$ cat config.mk
export PLATFORM = sky130hd
export DESIGN_NAME = sync_header_length_deframer_unit
export DESIGN_NICKNAME = d
export VERILOG_FILES = /design/src/rtl/shdl_pkg.sv /design/src/rtl/shdl_fsm.sv /design/src/rtl/sync_header_length_deframer_unit.sv
export SDC_FILE = /design/constraint.sdc
export NUM_CORES = 1
export LEC_CHECK = 0
export ABC_AREA = 1
export BUFFER_PORTS_ARGS = -buffer_cell sky130_fd_sc_hd__buf_2
export CORE_MARGIN = 10
export CORE_UTILIZATION = 35
export CTS_BUF_LIST = sky130_fd_sc_hd__clkbuf_4 sky130_fd_sc_hd__clkbuf_8 sky130_fd_sc_hd__clkbuf_16
export DETAILED_ROUTE_END_ITERATION = 12
export GPL_TIMING_DRIVEN = 0
export HOLD_SLACK_MARGIN = 0.06
export PLACE_DENSITY_LB_ADDON = 0.08
export SLEW_MARGIN = 20
export SYNTH_ARGS = -nofsm -noshare
export SYNTH_HDL_FRONTEND = slang
export SYNTH_HIERARCHICAL = 1
export SYNTH_SLANG_ARGS = --single-unit
$ cat constraint.sdc
create_clock -name clk -period 7.2 [get_ports clk]
set_input_delay 0.36 -clock clk [delete_from_list [all_inputs] [get_ports clk]]
set_output_delay 0.36 -clock clk [all_outputs]
set_load 0.02 [all_outputs]
$ cat src/rtl/shdl_pkg.sv
// Package for the sync/header/length deframer.
// Holds the frame constants, register indexes and the per-byte result struct.
// No dependencies.
package shdl_pkg;

  // Field widths
  localparam int unsigned BYTE_W    = 8;
  localparam int unsigned CFG_W     = 16;
  localparam int unsigned CFG_IDX_W = 1;
  localparam int unsigned COUNT_W   = 32;
  localparam int unsigned SIZE_W    = 32;

  // Frame layout
  localparam logic [BYTE_W-1:0]  SYNC_BYTE   = 8'h4E;
  localparam logic [COUNT_W-1:0] CONFIRM_LEN = 32'd5;
  localparam logic [COUNT_W-1:0] SIZE_LEN    = 32'd4;
  localparam logic [COUNT_W-1:0] CRC_LEN     = 32'd4;

  // Configuration register indexes
  localparam logic [CFG_IDX_W-1:0] REG_PRE_SKIP  = 1'd0;
  localparam logic [CFG_IDX_W-1:0] REG_POST_SKIP = 1'd1;

  // Expected confirmation string, one byte per position
  function automatic logic [BYTE_W-1:0] confirm_byte(input logic [2:0] idx);
    logic [BYTE_W-1:0] b;
    case (idx)
      3'd0:    b = 8'h41;
      3'd1:    b = 8'h49;
      3'd2:    b = 8'h4F;
      3'd3:    b = 8'h30;
      3'd4:    b = 8'h31;
      default: b = 8'h31;
    endcase
    return b;
  endfunction

  // Result of one received byte
  typedef struct packed {
    logic [BYTE_W-1:0] payload_byte;
    logic              payload_valid;
    logic              payload_last;
    logic              frame_done;
    logic              sync_error;
  } shdl_result_t;

endpackage

$ cat src/rtl/shdl_fsm.sv
// Frame phase tracker: holds phase, byte count, block size and confirm flag.
// Produces the result of the byte stepped in this cycle.
// Depends on shdl_pkg.
module shdl_fsm (
  input  logic                           clk,
  input  logic                           rst_n,
  input  logic                           step,
  input  logic [shdl_pkg::BYTE_W-1:0]    rx_byte,
  input  logic [shdl_pkg::CFG_W-1:0]     pre_skip,
  input  logic [shdl_pkg::CFG_W-1:0]     post_skip,
  output shdl_pkg::shdl_result_t         result
);

  typedef enum logic [2:0] {
    PH_HUNT,
    PH_CONFIRM,
    PH_ID,
    PH_SIZE,
    PH_PRE,
    PH_DATA,
    PH_POST,
    PH_CRC
  } phase_t;

  phase_t                           phase_r, phase_nxt;
  logic [shdl_pkg::COUNT_W-1:0]     cnt_r, cnt_nxt;
  logic [shdl_pkg::SIZE_W-1:0]      bs_r, bs_nxt;
  logic                             ok_r, ok_nxt;

  logic [shdl_pkg::COUNT_W:0]       cnt_inc;
  logic [shdl_pkg::CFG_W:0]         skip_sum;
  logic [shdl_pkg::COUNT_W+1:0]     data_end;
  logic                             pre_zero, post_zero, len_zero;
  logic                             ok_byte;

  // Skip through empty phases on entry
  function automatic phase_t enter_ph(input phase_t p, input logic pz,
                                      input logic lz, input logic qz);
    phase_t q;
    q = p;
    if (q == PH_PRE && pz) q = PH_DATA;
    if (q == PH_DATA && lz) q = PH_POST;
    if (q == PH_POST && qz) q = PH_CRC;
    return q;
  endfunction

  assign cnt_inc   = {1'b0, cnt_r} + 33'd1;
  assign skip_sum  = {1'b0, pre_skip} + {1'b0, post_skip};
  assign data_end  = {1'b0, cnt_inc} + {17'd0, skip_sum};
  assign pre_zero  = (pre_skip == '0);
  assign post_zero = (post_skip == '0);
  assign ok_byte   = (rx_byte == shdl_pkg::confirm_byte(cnt_r[2:0]));
  // Payload is empty when block size does not exceed the sum of both skips
  assign len_zero  = ({1'b0, bs_nxt} <= {16'd0, skip_sum});

  // Next state and result for the byte at the input
  always_comb begin
    phase_nxt = phase_r;
    cnt_nxt   = cnt_r;
    bs_nxt    = bs_r;
    ok_nxt    = ok_r;
    result    = '0;
    case (phase_r)
      PH_CONFIRM: begin
        cnt_nxt = cnt_inc[shdl_pkg::COUNT_W-1:0];
        if (cnt_inc >= {1'b0, shdl_pkg::CONFIRM_LEN}) begin
          cnt_nxt = '0;
          ok_nxt  = 1'b1;
          if (ok_r && ok_byte) begin
            phase_nxt = PH_ID;
          end else begin
            phase_nxt         = PH_HUNT;
            result.sync_error = 1'b1;
          end
        end else begin
          ok_nxt = ok_r & ok_byte;
        end
      end
      PH_ID: begin
        phase_nxt = PH_SIZE;
        cnt_nxt   = '0;
        bs_nxt    = '0;
      end
      PH_SIZE: begin
        bs_nxt  = {bs_r[shdl_pkg::SIZE_W-9:0], rx_byte};
        cnt_nxt = cnt_inc[shdl_pkg::COUNT_W-1:0];
        if (cnt_inc >= {1'b0, shdl_pkg::SIZE_LEN}) begin
          cnt_nxt   = '0;
          phase_nxt = enter_ph(PH_PRE, pre_zero, len_zero, post_zero);
        end
      end
      PH_PRE: begin
        cnt_nxt = cnt_inc[shdl_pkg::COUNT_W-1:0];
        if (cnt_inc >= {17'd0, pre_skip}) begin
          cnt_nxt   = '0;
          phase_nxt = enter_ph(PH_DATA, pre_zero, len_zero, post_zero);
        end
      end
      PH_DATA: begin
        result.payload_byte  = rx_byte;
        result.payload_valid = 1'b1;
        cnt_nxt              = cnt_inc[shdl_pkg::COUNT_W-1:0];
        if (data_end >= {2'b0, bs_r}) begin
          result.payload_last = 1'b1;
          cnt_nxt             = '0;
          phase_nxt           = enter_ph(PH_POST, pre_zero, len_zero, post_zero);
        end
      end
      PH_POST: begin
        cnt_nxt = cnt_inc[shdl_pkg::COUNT_W-1:0];
        if (cnt_inc >= {17'd0, post_skip}) begin
          cnt_nxt   = '0;
          phase_nxt = PH_CRC;
        end
      end
      PH_CRC: begin
        cnt_nxt = cnt_inc[shdl_pkg::COUNT_W-1:0];
        if (cnt_inc >= {1'b0, shdl_pkg::CRC_LEN}) begin
          cnt_nxt           = '0;
          phase_nxt         = PH_HUNT;
          result.frame_done = 1'b1;
        end
      end
      default: begin
        cnt_nxt = '0;
        if (rx_byte == shdl_pkg::SYNC_BYTE) begin
          phase_nxt = PH_CONFIRM;
          ok_nxt    = 1'b1;
        end
      end
    endcase
  end

  // Advance state on each accepted byte
  always_ff @(posedge clk) begin
    if (!rst_n) begin
      phase_r <= PH_HUNT;
      cnt_r   <= '0;
      bs_r    <= '0;
      ok_r    <= 1'b1;
    end else if (step) begin
      phase_r <= phase_nxt;
      cnt_r   <= cnt_nxt;
      bs_r    <= bs_nxt;
      ok_r    <= ok_nxt;
    end
  end

  // Confirmation and CRC counts stay inside their fixed lengths
  a_confirm_cnt: assert property (@(posedge clk) disable iff (!rst_n)
    phase_r == PH_CONFIRM |-> cnt_r < shdl_pkg::CONFIRM_LEN)
    else $error("confirm count out of range");

  a_crc_cnt: assert property (@(posedge clk) disable iff (!rst_n)
    phase_r == PH_CRC |-> cnt_r < shdl_pkg::CRC_LEN)
    else $error("crc count out of range");

  // Sync loss always lands back in hunt
  a_serr_hunt: assert property (@(posedge clk) disable iff (!rst_n)
    step && result.sync_error |=> phase_r == PH_HUNT)
    else $error("sync error did not return to hunt");

endmodule

$ cat src/rtl/sync_header_length_deframer_unit.sv
// Top level of the sync/header/length deframer.
// Holds the skip registers, the input handshake and the result register.
// Depends on shdl_pkg and shdl_fsm.
//
//   channel  direction  transaction
//   in_      input      one received byte (in_rx_byte)
//   out_     output     one result per byte: payload byte, flags
//   cfg_     input      write of pre/post skip length, no handshake
//
// One byte per cycle: the phase tracker updates in the cycle a byte is taken
// and the result lands in a single output register, seen in the next cycle.
// A new byte is taken while a held result is being read out; out_ready low
// with a result held stalls the input.
// Reset (rst_n low, synchronous) returns to sync hunt with both skips zero.
module sync_header_length_deframer_unit (
  input  logic                              clk,
  input  logic                              rst_n,
  input  logic                              in_valid,
  output logic                              in_ready,
  input  logic [shdl_pkg::BYTE_W-1:0]       in_rx_byte,
  output logic                              out_valid,
  input  logic                              out_ready,
  output logic [shdl_pkg::BYTE_W-1:0]       out_payload_byte,
  output logic                              out_payload_valid,
  output logic                              out_payload_last,
  output logic                              out_frame_done,
  output logic                              out_sync_error,
  input  logic                              cfg_we,
  input  logic [shdl_pkg::CFG_IDX_W-1:0]    cfg_index,
  input  logic [shdl_pkg::CFG_W-1:0]        cfg_wdata
);

  logic [shdl_pkg::CFG_W-1:0] pre_r, post_r;
  logic                       out_valid_r;
  shdl_pkg::shdl_result_t     res, res_r;
  logic                       in_fire;

  assign in_ready = !out_valid_r || out_ready;
  assign in_fire  = in_valid && in_ready;

  // Hold skip lengths
  always_ff @(posedge clk) begin
    if (!rst_n) begin
      pre_r  <= '0;
      post_r <= '0;
    end else if (cfg_we) begin
      case (cfg_index)
        shdl_pkg::REG_PRE_SKIP:  pre_r  <= cfg_wdata;
        shdl_pkg::REG_POST_SKIP: post_r <= cfg_wdata;
        default: ;
      endcase
    end
  end

  shdl_fsm u_fsm (
    .clk       (clk),
    .rst_n     (rst_n),
    .step      (in_fire),
    .rx_byte   (in_rx_byte),
    .pre_skip  (pre_r),
    .post_skip (post_r),
    .result    (res)
  );

  // Load result on accept, drop it once taken
  always_ff @(posedge clk) begin
    if (!rst_n) begin
      out_valid_r <= 1'b0;
    end else if (in_fire) begin
      out_valid_r <= 1'b1;
    end else if (out_ready) begin
      out_valid_r <= 1'b0;
    end
  end

  always_ff @(posedge clk) begin
    if (in_fire) begin
      res_r <= res;
    end
  end

  assign out_valid         = out_valid_r;
  assign out_payload_byte  = res_r.payload_byte;
  assign out_payload_valid = res_r.payload_valid;
  assign out_payload_last  = res_r.payload_last;
  assign out_frame_done    = res_r.frame_done;
  assign out_sync_error    = res_r.sync_error;

  // Every accepted byte yields a held result next cycle
  a_fire_out: assert property (@(posedge clk) disable iff (!rst_n)
    in_fire |=> out_valid_r)
    else $error("accepted byte produced no result");

  // Last marks only a payload byte
  a_last_valid: assert property (@(posedge clk) disable iff (!rst_n)
    out_valid_r && res_r.payload_last |-> res_r.payload_valid)
    else $error("payload_last without payload_valid");

  // Flags belong to distinct phases
  a_flags_excl: assert property (@(posedge clk) disable iff (!rst_n)
    out_valid_r |-> !(res_r.frame_done && (res_r.payload_valid || res_r.sync_error)))
    else $error("conflicting result flags");

endmodule
==> results of run 1 <==
==> cells in the final DEF (no fill, tap or decap), drive strengths merged, types with 3 or more instances in the layout <==
master	instances
buf	61
clkbuf	43
nand4	35
o21bai	10
bufinv	3
xnor2	12
clkinv	9
dfxtp	101
nand3b	4
a21o	5
o21ai	56
a31oi	4
a21oi	149
nor4	9
o211ai	5
nand3	93
inv	260
edfxtp	12
nand2	386
a211oi	3
nor3	17
xor2	41
o22ai	32
nor2	192
ha	119
==> registers in the layout (all words and copies together), names as in the netlist, 3 cells and up <==
name	cells
post_r	16
out_payload_byte	8
pre_r	16
u_fsm/cnt_r	32
u_fsm/bs_r	32
u_fsm/phase_r	3
==> logic make-up (layout without fill, tap and decap cells) <==
family | after synthesis | in the layout | share of synthesized area
XOR/XNOR | 53 | 53 | 0.0446
adder cells (fa/ha/maj) | 121 | 121 | 0.147
AND/OR/NAND/NOR | 741 | 741 | 0.315
flip-flops | 113 | 113 | 0.229
AO/OA/AOI/OAI | 271 | 271 | 0.149
buffers and inverters | 303 | 377 | 0.115
==> worst paths after layout <==
kind                                              start                     endpoint  slack (ns)  depth (start not counted)
worst min-delay path                       cfg_wdata[4]       post_r[4]$_SDFFE_PN0P_        0.18                          3
worst max-delay path             post_r[0]$_SDFFE_PN0P_  u_fsm/cnt_r[9]$_SDFFE_PN0P_        0.69                         33
worst max register to register   post_r[0]$_SDFFE_PN0P_  u_fsm/cnt_r[9]$_SDFFE_PN0P_        0.69                         33
worst min register to register  post_r[12]$_SDFFE_PN0P_      post_r[12]$_SDFFE_PN0P_        0.50                          2
==> through the flow <==
| stage | hold slack, ns | cell area (um2) | worst slack (ns) |
|---|---|---|---|
| 2_1_floorplan | 0.443 | 10400 | 2.08 |
| 3_3_place_gp | 0.481 | 11100 | 0.452 |
| 3_5_place_dp | 0.488 | 11100 | 0.468 |
| 4_1_cts | 0.165 | 11700 | 0.416 |
| 5_1_grt | 0.176 | 11800 | 0.0622 |
| 6_report | 0.183 | 11800 | 0.692 |
==> final cells by class <==
| cell class | instances | area, um2 |
|---|---|---|
| plain buffers | 44 | 226 |
| clock inverters | 14 | 181 |
| repair buffers | 42 | 220 |
| flip-flops and latches | 113 | 2380 |
| multi-input cells | 1186 | 6850 |
| clock buffers | 18 | 433 |
| inverters | 259 | 972 |
| fillers | 3274 | 17700 |
| well taps | 390 | 488 |
==> what timing repair did <==
action | 4_1_cts | 5_1_grt
endpoints found under the setup margin | 0 | 22
buffers inserted | 0 | 0
resized for setup | 0 | 1
==> worst min-delay path: stages <==
cell	delay (ns)
sky130_fd_sc_hd__buf_2	0.10
sky130_fd_sc_hd__nand3_1	0.06
sky130_fd_sc_hd__a21oi_1	0.06
==> report_power, final <==
| part | internal (mW) | total [mW] | switching [mW] |
|---|---|---|---|
| clock | 0.554 | 0.914 | 0.359 |
| combinational | 0.140 | 0.404 | 0.264 |
| sequential | 0.663 | 0.678 | 0.0157 |
==> cells in the mapped netlist, types with 2 or more instances <==
master	count
sky130_fd_sc_hd__a211oi_1	3
sky130_fd_sc_hd__a21o_1	5
sky130_fd_sc_hd__a21oi_1	129
sky130_fd_sc_hd__a21oi_2	20
sky130_fd_sc_hd__a31oi_1	4
sky130_fd_sc_hd__buf_1	3
sky130_fd_sc_hd__buf_2	7
sky130_fd_sc_hd__buf_4	4
sky130_fd_sc_hd__buf_6	5
sky130_fd_sc_hd__clkbuf_1	25
sky130_fd_sc_hd__clkinv_1	3
sky130_fd_sc_hd__dfxtp_1	101
sky130_fd_sc_hd__edfxtp_1	12
sky130_fd_sc_hd__fa_1	2
sky130_fd_sc_hd__ha_1	119
sky130_fd_sc_hd__inv_1	250
sky130_fd_sc_hd__inv_2	6
sky130_fd_sc_hd__nand2_1	353
sky130_fd_sc_hd__nand2_2	31
sky130_fd_sc_hd__nand2_4	2
sky130_fd_sc_hd__nand3_1	90
sky130_fd_sc_hd__nand3_2	2
sky130_fd_sc_hd__nand3b_1	4
sky130_fd_sc_hd__nand4_1	35
sky130_fd_sc_hd__nor2_1	171
sky130_fd_sc_hd__nor2_2	13
sky130_fd_sc_hd__nor2_4	6
sky130_fd_sc_hd__nor2_8	2
sky130_fd_sc_hd__nor3_1	17
sky130_fd_sc_hd__nor4_1	9
sky130_fd_sc_hd__o2111ai_1	2
sky130_fd_sc_hd__o211ai_1	5
sky130_fd_sc_hd__o21ai_0	54
sky130_fd_sc_hd__o21ai_1	2
sky130_fd_sc_hd__o21bai_1	10
sky130_fd_sc_hd__o22ai_1	32
sky130_fd_sc_hd__or2_2	2
sky130_fd_sc_hd__xnor2_1	12
sky130_fd_sc_hd__xor2_1	41
==> layer usage <==
| layer | part of all wire | vias up | global-route usage |
|---|---|---|---|
| li1 | - | 5345 | - |
| met1 | 0.49 | 4728 | 0.263 |
| met2 | 0.45 | 218 | 0.307 |
| met3 | 0.038 | 40 | 0.0276 |
| met4 | 0.020 | 0 | 0.0581 |
| met5 | 0 | - | 0 |
==> results.json, run 1 <==
{
  "worst_clock_skew_ns": 0.0144,
  "syn_area_per_cell_um2": 6.50,
  "chipWidth_um": 192,
  "antenna_violating_nets_post_route": 0,
  "cts.reportedPaths.clkPinSlew_ns": 0.07,
  "timing.final.max_slew_violations": 0,
  "arrival_ns": 6.86,
  "synthesis_warnings": 6,
  "fin_tns_setup_ns": 0,
  "synth-edff-count": 12,
  "num_rows": 63,
  "ys_async_sr_fraction": 0,
  "die_y_um": 192,
  "final-instance-count-excl-fill": 2066,
  "synth.ff_latch_count": 113,
  "grt_first_pass_wirelength_mm": 55.3,
  "drive_gt1_frac": 0.106,
  "drt_drc_violations_left": 0,
  "core_area_mm2": 0.0295,
  "fin_crit_sh": 0.904,
  "floorplan.initialDensity": 0.353,
  "hold_buf_cts": 0,
  "area_growth_pct": 12.8,
  "num-nets-final": 1814,
  "clk_path_buf_depth": 2,
  "vdd_drop_max_v": 0.000129,
  "die_area_mm2": 0.0370,
  "global_route_total_overflow": 0,
  "average_wire_length_per_cell_after_detail_routing_um": 16.9,
  "io_pins": 44,
  "ctsHtreeMaxLevel": 4,
  "synthTopCellsByArea": "sky130_fd_sc_hd__dfxtp_1, sky130_fd_sc_hd__ha_1, sky130_fd_sc_hd__nand2_1",
  "worstPathBufferInverterCount": 2,
  "grt_util_all_layers": 0.193,
  "power_mw": 2.00,
  "hold_violations": 0,
  "flip_flop_cell_with_the_highest_count_after_synthesis": "sky130_fd_sc_hd__dfxtp_1",
  "leakagePower_nw": 5.71,
  "critical-path-top-delay-family": "compound AO/OA/AOI/OAI gates",
  "antenna_diode_count": 0,
  "startpoint_type": "flip-flop",
  "antenna_found_initial": 0,
  "synth.yosys.seq_area_share": 0.229,
  "drt_iter0_drc": 584,
  "worst_slew_slack_as_a_fraction_of_its_limit": 0.470,
  "clockRootBuffer": "sky130_fd_sc_hd__clkbuf_16",
  "required_ns": 7.55,
  "num_vias": 10300,
  "detailed_place_hpwl_mm": 28.6,
  "grt_max_degree": 17,
  "postRouteWirelength_mm": 35.0,
  "cap_viol_max_count": 0,
  "powerDensity_mw_per_mm2": 170,
  "tritoncts": "done",
  "tritoncts.num_buffers": 17,
  "vias_per_cell": 5.00,
  "number_of_instances_in_the_placed_design": 2034,
  "finalSetupViolations": 0,
  "clock_insertion_delay_worst_skew_ns": 0.44,
  "critical_path_peak_fanout": 10,
  "outcome": "completed",
  "crit_path_top_delay_cell": "sky130_fd_sc_hd__dfxtp_1",
  "first_global_vias": 9882,
  "syn-instance-count": 1602,
  "worst_setup_path_end_kind": "flip-flop",
  "clock.fmax_ghz": 0.154,
  "final_util": 0.399,
  "synth_top_area_share": 0.194,
  "grt_setup_unrepaired": "no",
  "worstSetupPathType": "reg2reg",
  "synth.distinct_cells": 48,
  "postSynthNetCount": 1753,
  "yosysTopAreaCell": "sky130_fd_sc_hd__dfxtp_1",
  "synth.cell_area_mm2": 0.0104,
  "cpMostUsedCell": "sky130_fd_sc_hd__nand2_1",
  "clock_net_sink_count": 113,
  "period_needed_ns": 6.51,
  "port_buffer_count": 41,
  "gp_routability_congestion": 0.955,
  "hp-class": "in2reg",
  "timing.critical_path.slowest_cell_delay_ns": 0.46,
  "drt_first_pass_iters": 5,
  "worst_tran_pin_value_ns": 0.795
}
Note: power is estimated with default switching activity, not from simulation.
==> inputs of run 2 (changes only) <==
Settings changed: ABC_AREA 1 to 0.
==> run 2 against run 1 <==
Net effect: global-route usage decreased by 1.6 points; cell count decreased by 16%; sequential cell count unchanged; sequential share of layout area increased by 0.40 points; non-clock buffer count increased by 33; die area decreased by 3.5%; register-to-register slack got worse by 0.29 ns; design area decreased by 1.5%; count of clock-buffer cells in the layout decreased by 1; wire length decreased by 8.0%; total power decreased by 1.6%; critical path type unchanged; critical endpoint is now u_fsm/cnt_r[26]$_SDFFE_PN0P_; largest cell class unchanged.
==> results.json, run 2 <==
{
  "drive_gt1_frac": 0.118,
  "chipWidth_um": 189,
  "fin_area_mm2": 0.0116,
  "number_of_instances_in_the_placed_design": 1693,
  "syn-instance-count": 1272,
  "global_route_total_overflow": 0,
  "clockRootBuffer": "sky130_fd_sc_hd__clkbuf_16",
  "vias_per_cell": 5.30,
  "place_area_mm2": 0.0107,
  "synth_commonest_cells": "sky130_fd_sc_hd__nand2_1, sky130_fd_sc_hd__ha_1, sky130_fd_sc_hd__inv_1",
  "vdd_drop_max_v": 0.000136,
  "antenna_diode_count": 0,
  "hold_violations": 0,
  "worstSetupPathType": "reg2reg",
  "timing.final.max_slew_violations": 0,
  "clock_net_sink_count": 113,
  "io_pins": 44,
  "yosysTopAreaCell": "sky130_fd_sc_hd__dfxtp_1",
  "leakagePower_nw": 4.97,
  "internal-power_mw": 1.43,
  "critical_path_peak_fanout": 8,
  "clk_path_buf_depth": 2,
  "share_of_power_burned_in_the_clock_network": 0.504,
  "required_ns": 7.53,
  "grt_util_all_layers": 0.177,
  "drt_first_pass_iters": 5,
  "floorplan.initialDensity": 0.357,
  "num_vias": 9209,
  "die_y_um": 189,
  "mostFrequentLayoutCell": "sky130_fd_sc_hd__nand2_1",
  "mostFrequentLayoutCells": "sky130_fd_sc_hd__nand2_1, sky130_fd_sc_hd__ha_1, sky130_fd_sc_hd__inv_1",
  "setup_ws_ns": 0.402,
  "synth.cell_area_mm2": 0.0100,
  "die_area_mm2": 0.0357,
  "combinationalPowerShare": 0.149,
  "grt_max_degree": 18,
  "worst_slew_slack_as_a_fraction_of_its_limit": 0.342,
  "postRouteWirelength_mm": 32.2,
  "synthesis_warnings": 6,
  "power.share.switching": 0.274,
  "flip_flop_cell_with_the_highest_count_after_synthesis": "sky130_fd_sc_hd__dfxtp_1",
  "powerDensity_mw_per_mm2": 170,
  "worst_clock_skew_ns": 0.0129,
  "power.sequential.fraction": 0.347,
  "p_switching_uw": 539,
  "antenna_violating_nets_post_route": 0,
  "hp-class": "in2reg",
  "arrival_ns": 7.12,
  "outcome": "completed",
  "num_rows": 61,
  "grt_first_pass_wirelength_mm": 50.4,
  "ys_async_sr_fraction": 0,
  "tritoncts.num_buffers": 17,
  "num-nets-final": 1497,
  "clock_insertion_delay_worst_skew_ns": 0.42,
  "synth.distinct_cells": 79,
  "core_area_mm2": 0.0280,
  "synth.yosys.seq_area_share": 0.238,
  "final_util": 0.413,
  "final-instance-count-excl-fill": 1737,
  "gp_routability_congestion": 0.909,
  "tritoncts": "done",
  "cts.reportedPaths.clkPinSlew_ns": 0.06,
  "synth_top_area_share": 0.202,
  "drt_drc_violations_left": 0,
  "postSynthNetCount": 1423,
  "fin_tns_setup_ns": 0,
  "drt_iter0_drc": 644,
  "period_needed_ns": 6.80,
  "first_global_vias": 8839,
  "syn_area_per_cell_um2": 7.86,
  "synth-edff-count": 12,
  "fin_crit_sh": 0.944,
  "area_growth_pct": 15.7,
  "ctsHtreeMaxLevel": 4,
  "synth.ff_latch_count": 113,
  "port_buffer_count": 43,
  "clock.fmax_ghz": 0.147,
  "regToRegSetupSlack_ns": 0.40,
  "worst_tran_pin_value_ns": 0.987,
  "synth.most_common_cell": "sky130_fd_sc_hd__nand2_1",
  "detailed_place_hpwl_mm": 25.5,
  "reg_top3": "u_fsm/bs_r (32), u_fsm/cnt_r (32)",
  "synthTopCellsByArea": "sky130_fd_sc_hd__dfxtp_1, sky130_fd_sc_hd__ha_1, sky130_fd_sc_hd__nand2_1",
  "finalSetupViolations": 0,
  "cap_viol_max_count": 0,
  "antenna_found_initial": 0,
  "average_wire_length_per_cell_after_detail_routing_um": 18.5,
  "worst_setup_path_end_kind": "flip-flop",
  "place_worst_setup_slack_ns": -0.909,
  "startpoint_type": "flip-flop"
}
==> run 2: changes by cell type after synthesis, moves of 34 or more <==
cell                      before  now
sky130_fd_sc_hd__nand2_1     353  171
sky130_fd_sc_hd__inv_1       250  108
sky130_fd_sc_hd__nor2_1      171   61
sky130_fd_sc_hd__a21oi_1     129   49
sky130_fd_sc_hd__xnor2_1      12   56
sky130_fd_sc_hd__nand3_1      90   49
sky130_fd_sc_hd__mux2i_1       0   34
==> run 2: area by class of cell <==
class / instances / area, um2
sequential: 113 / 2390
clock buffer: 17 / 425
inverter: 108 / 405
clock inverter: 15 / 239
buffer: 64 / 345
tap: 378 / 473
multi-input combinational: 987 / 6980
fill: 2953 / 16400
timing repair buffer: 55 / 305
==> run 2: per-stage QoR <==
step                      hold slack, ns  total power [mW]
final                              0.188              1.96
after global routing               0.210              2.05
after CTS                          0.182              1.98
after detailed placement           0.479             0.983
after global placement             0.474             0.981
after floorplan                    0.454             0.888
==> run 2: metal layers <==
metal / track usage / up-vias / share of wire
li1: - / 4685 / -
met1: 0.244 / 4309 / 0.50
met2: 0.276 / 186 / 0.44
met3: 0.0287 / 29 / 0.043
met4: 0.0501 / 0 / 0.017
met5: 0 / - / 0
==> run 2: worst paths after layout <==
check / endpoint / cells after the start / from
worst min register to register: u_fsm/bs_r[26]$_SDFFE_PN0P_ / 2 / u_fsm/bs_r[26]$_SDFFE_PN0P_
worst max-delay path: u_fsm/cnt_r[26]$_SDFFE_PN0P_ / 27 / u_fsm/cnt_r[1]$_SDFFE_PN0P_
worst max register to register: u_fsm/cnt_r[26]$_SDFFE_PN0P_ / 27 / u_fsm/cnt_r[1]$_SDFFE_PN0P_
worst min-delay path: out_valid$_SDFFE_PN0P_ / 3 / in_valid
==> run 2: repair_timing <==
| item | CTS | global route |
|---|---|---|
| resized for setup | 8 | 22 |
| setup buffers | 3 | 9 |
| hold buffers | 0 | 0 |
| pin swaps | 3 | 9 |
| setup endpoints to repair | 34 | 34 |
==> run 2: worst max-delay path: stages, from the launching register on <==
cell and delay, ns:
sky130_fd_sc_hd__dfxtp_1 0.52, sky130_fd_sc_hd__ha_2 0.42, sky130_fd_sc_hd__and3_1 0.19, sky130_fd_sc_hd__clkbuf_1 0.21, sky130_fd_sc_hd__and3_1 0.29, sky130_fd_sc_hd__xor2_1 0.50
sky130_fd_sc_hd__ha_1 0.38, sky130_fd_sc_hd__nor3_1 0.33, sky130_fd_sc_hd__nor3_4 0.09, sky130_fd_sc_hd__nand3_1 0.15, sky130_fd_sc_hd__nor3_4 0.06, sky130_fd_sc_hd__o41a_1 0.36
sky130_fd_sc_hd__o311a_1 0.38, sky130_fd_sc_hd__nor3b_4 0.18, sky130_fd_sc_hd__o211ai_1 0.21, sky130_fd_sc_hd__xnor2_1 0.16, sky130_fd_sc_hd__ha_1 0.27, sky130_fd_sc_hd__a21o_1 0.18
sky130_fd_sc_hd__a21o_1 0.17, sky130_fd_sc_hd__a21oi_1 0.13, sky130_fd_sc_hd__o21ai_0 0.11, sky130_fd_sc_hd__a211oi_2 0.24, sky130_fd_sc_hd__and4b_1 0.24, sky130_fd_sc_hd__o311a_1 0.20
sky130_fd_sc_hd__o21a_4 0.20, sky130_fd_sc_hd__o21ai_4 0.09, sky130_fd_sc_hd__buf_4 0.20, sky130_fd_sc_hd__nor3_2 0.22
==> run 2: cells by family after synthesis <==
| kind of cell | after synthesis | synth area share |
|---|---|---|
| buf+inv | 172 | 0.0744 |
| mux | 34 | 0.0340 |
| flops | 113 | 0.238 |
| simple gates | 478 | 0.240 |
| xor+xnor | 88 | 0.0771 |
| fa+ha+maj | 121 | 0.153 |
| compound gates | 266 | 0.183 |
==> run 2: power groups by stage <==
stage / combinational [mW] / sequential, mW / clock [mW]
6_report: 0.293 / 0.681 / 0.990
5_1_grt: 0.331 / 0.684 / 1.03
4_1_cts: 0.292 / 0.681 / 1.01
3_5_place_dp: 0.287 / 0.695 / 0
3_3_place_gp: 0.285 / 0.695 / 0
2_1_floorplan: 0.200 / 0.688 / 0
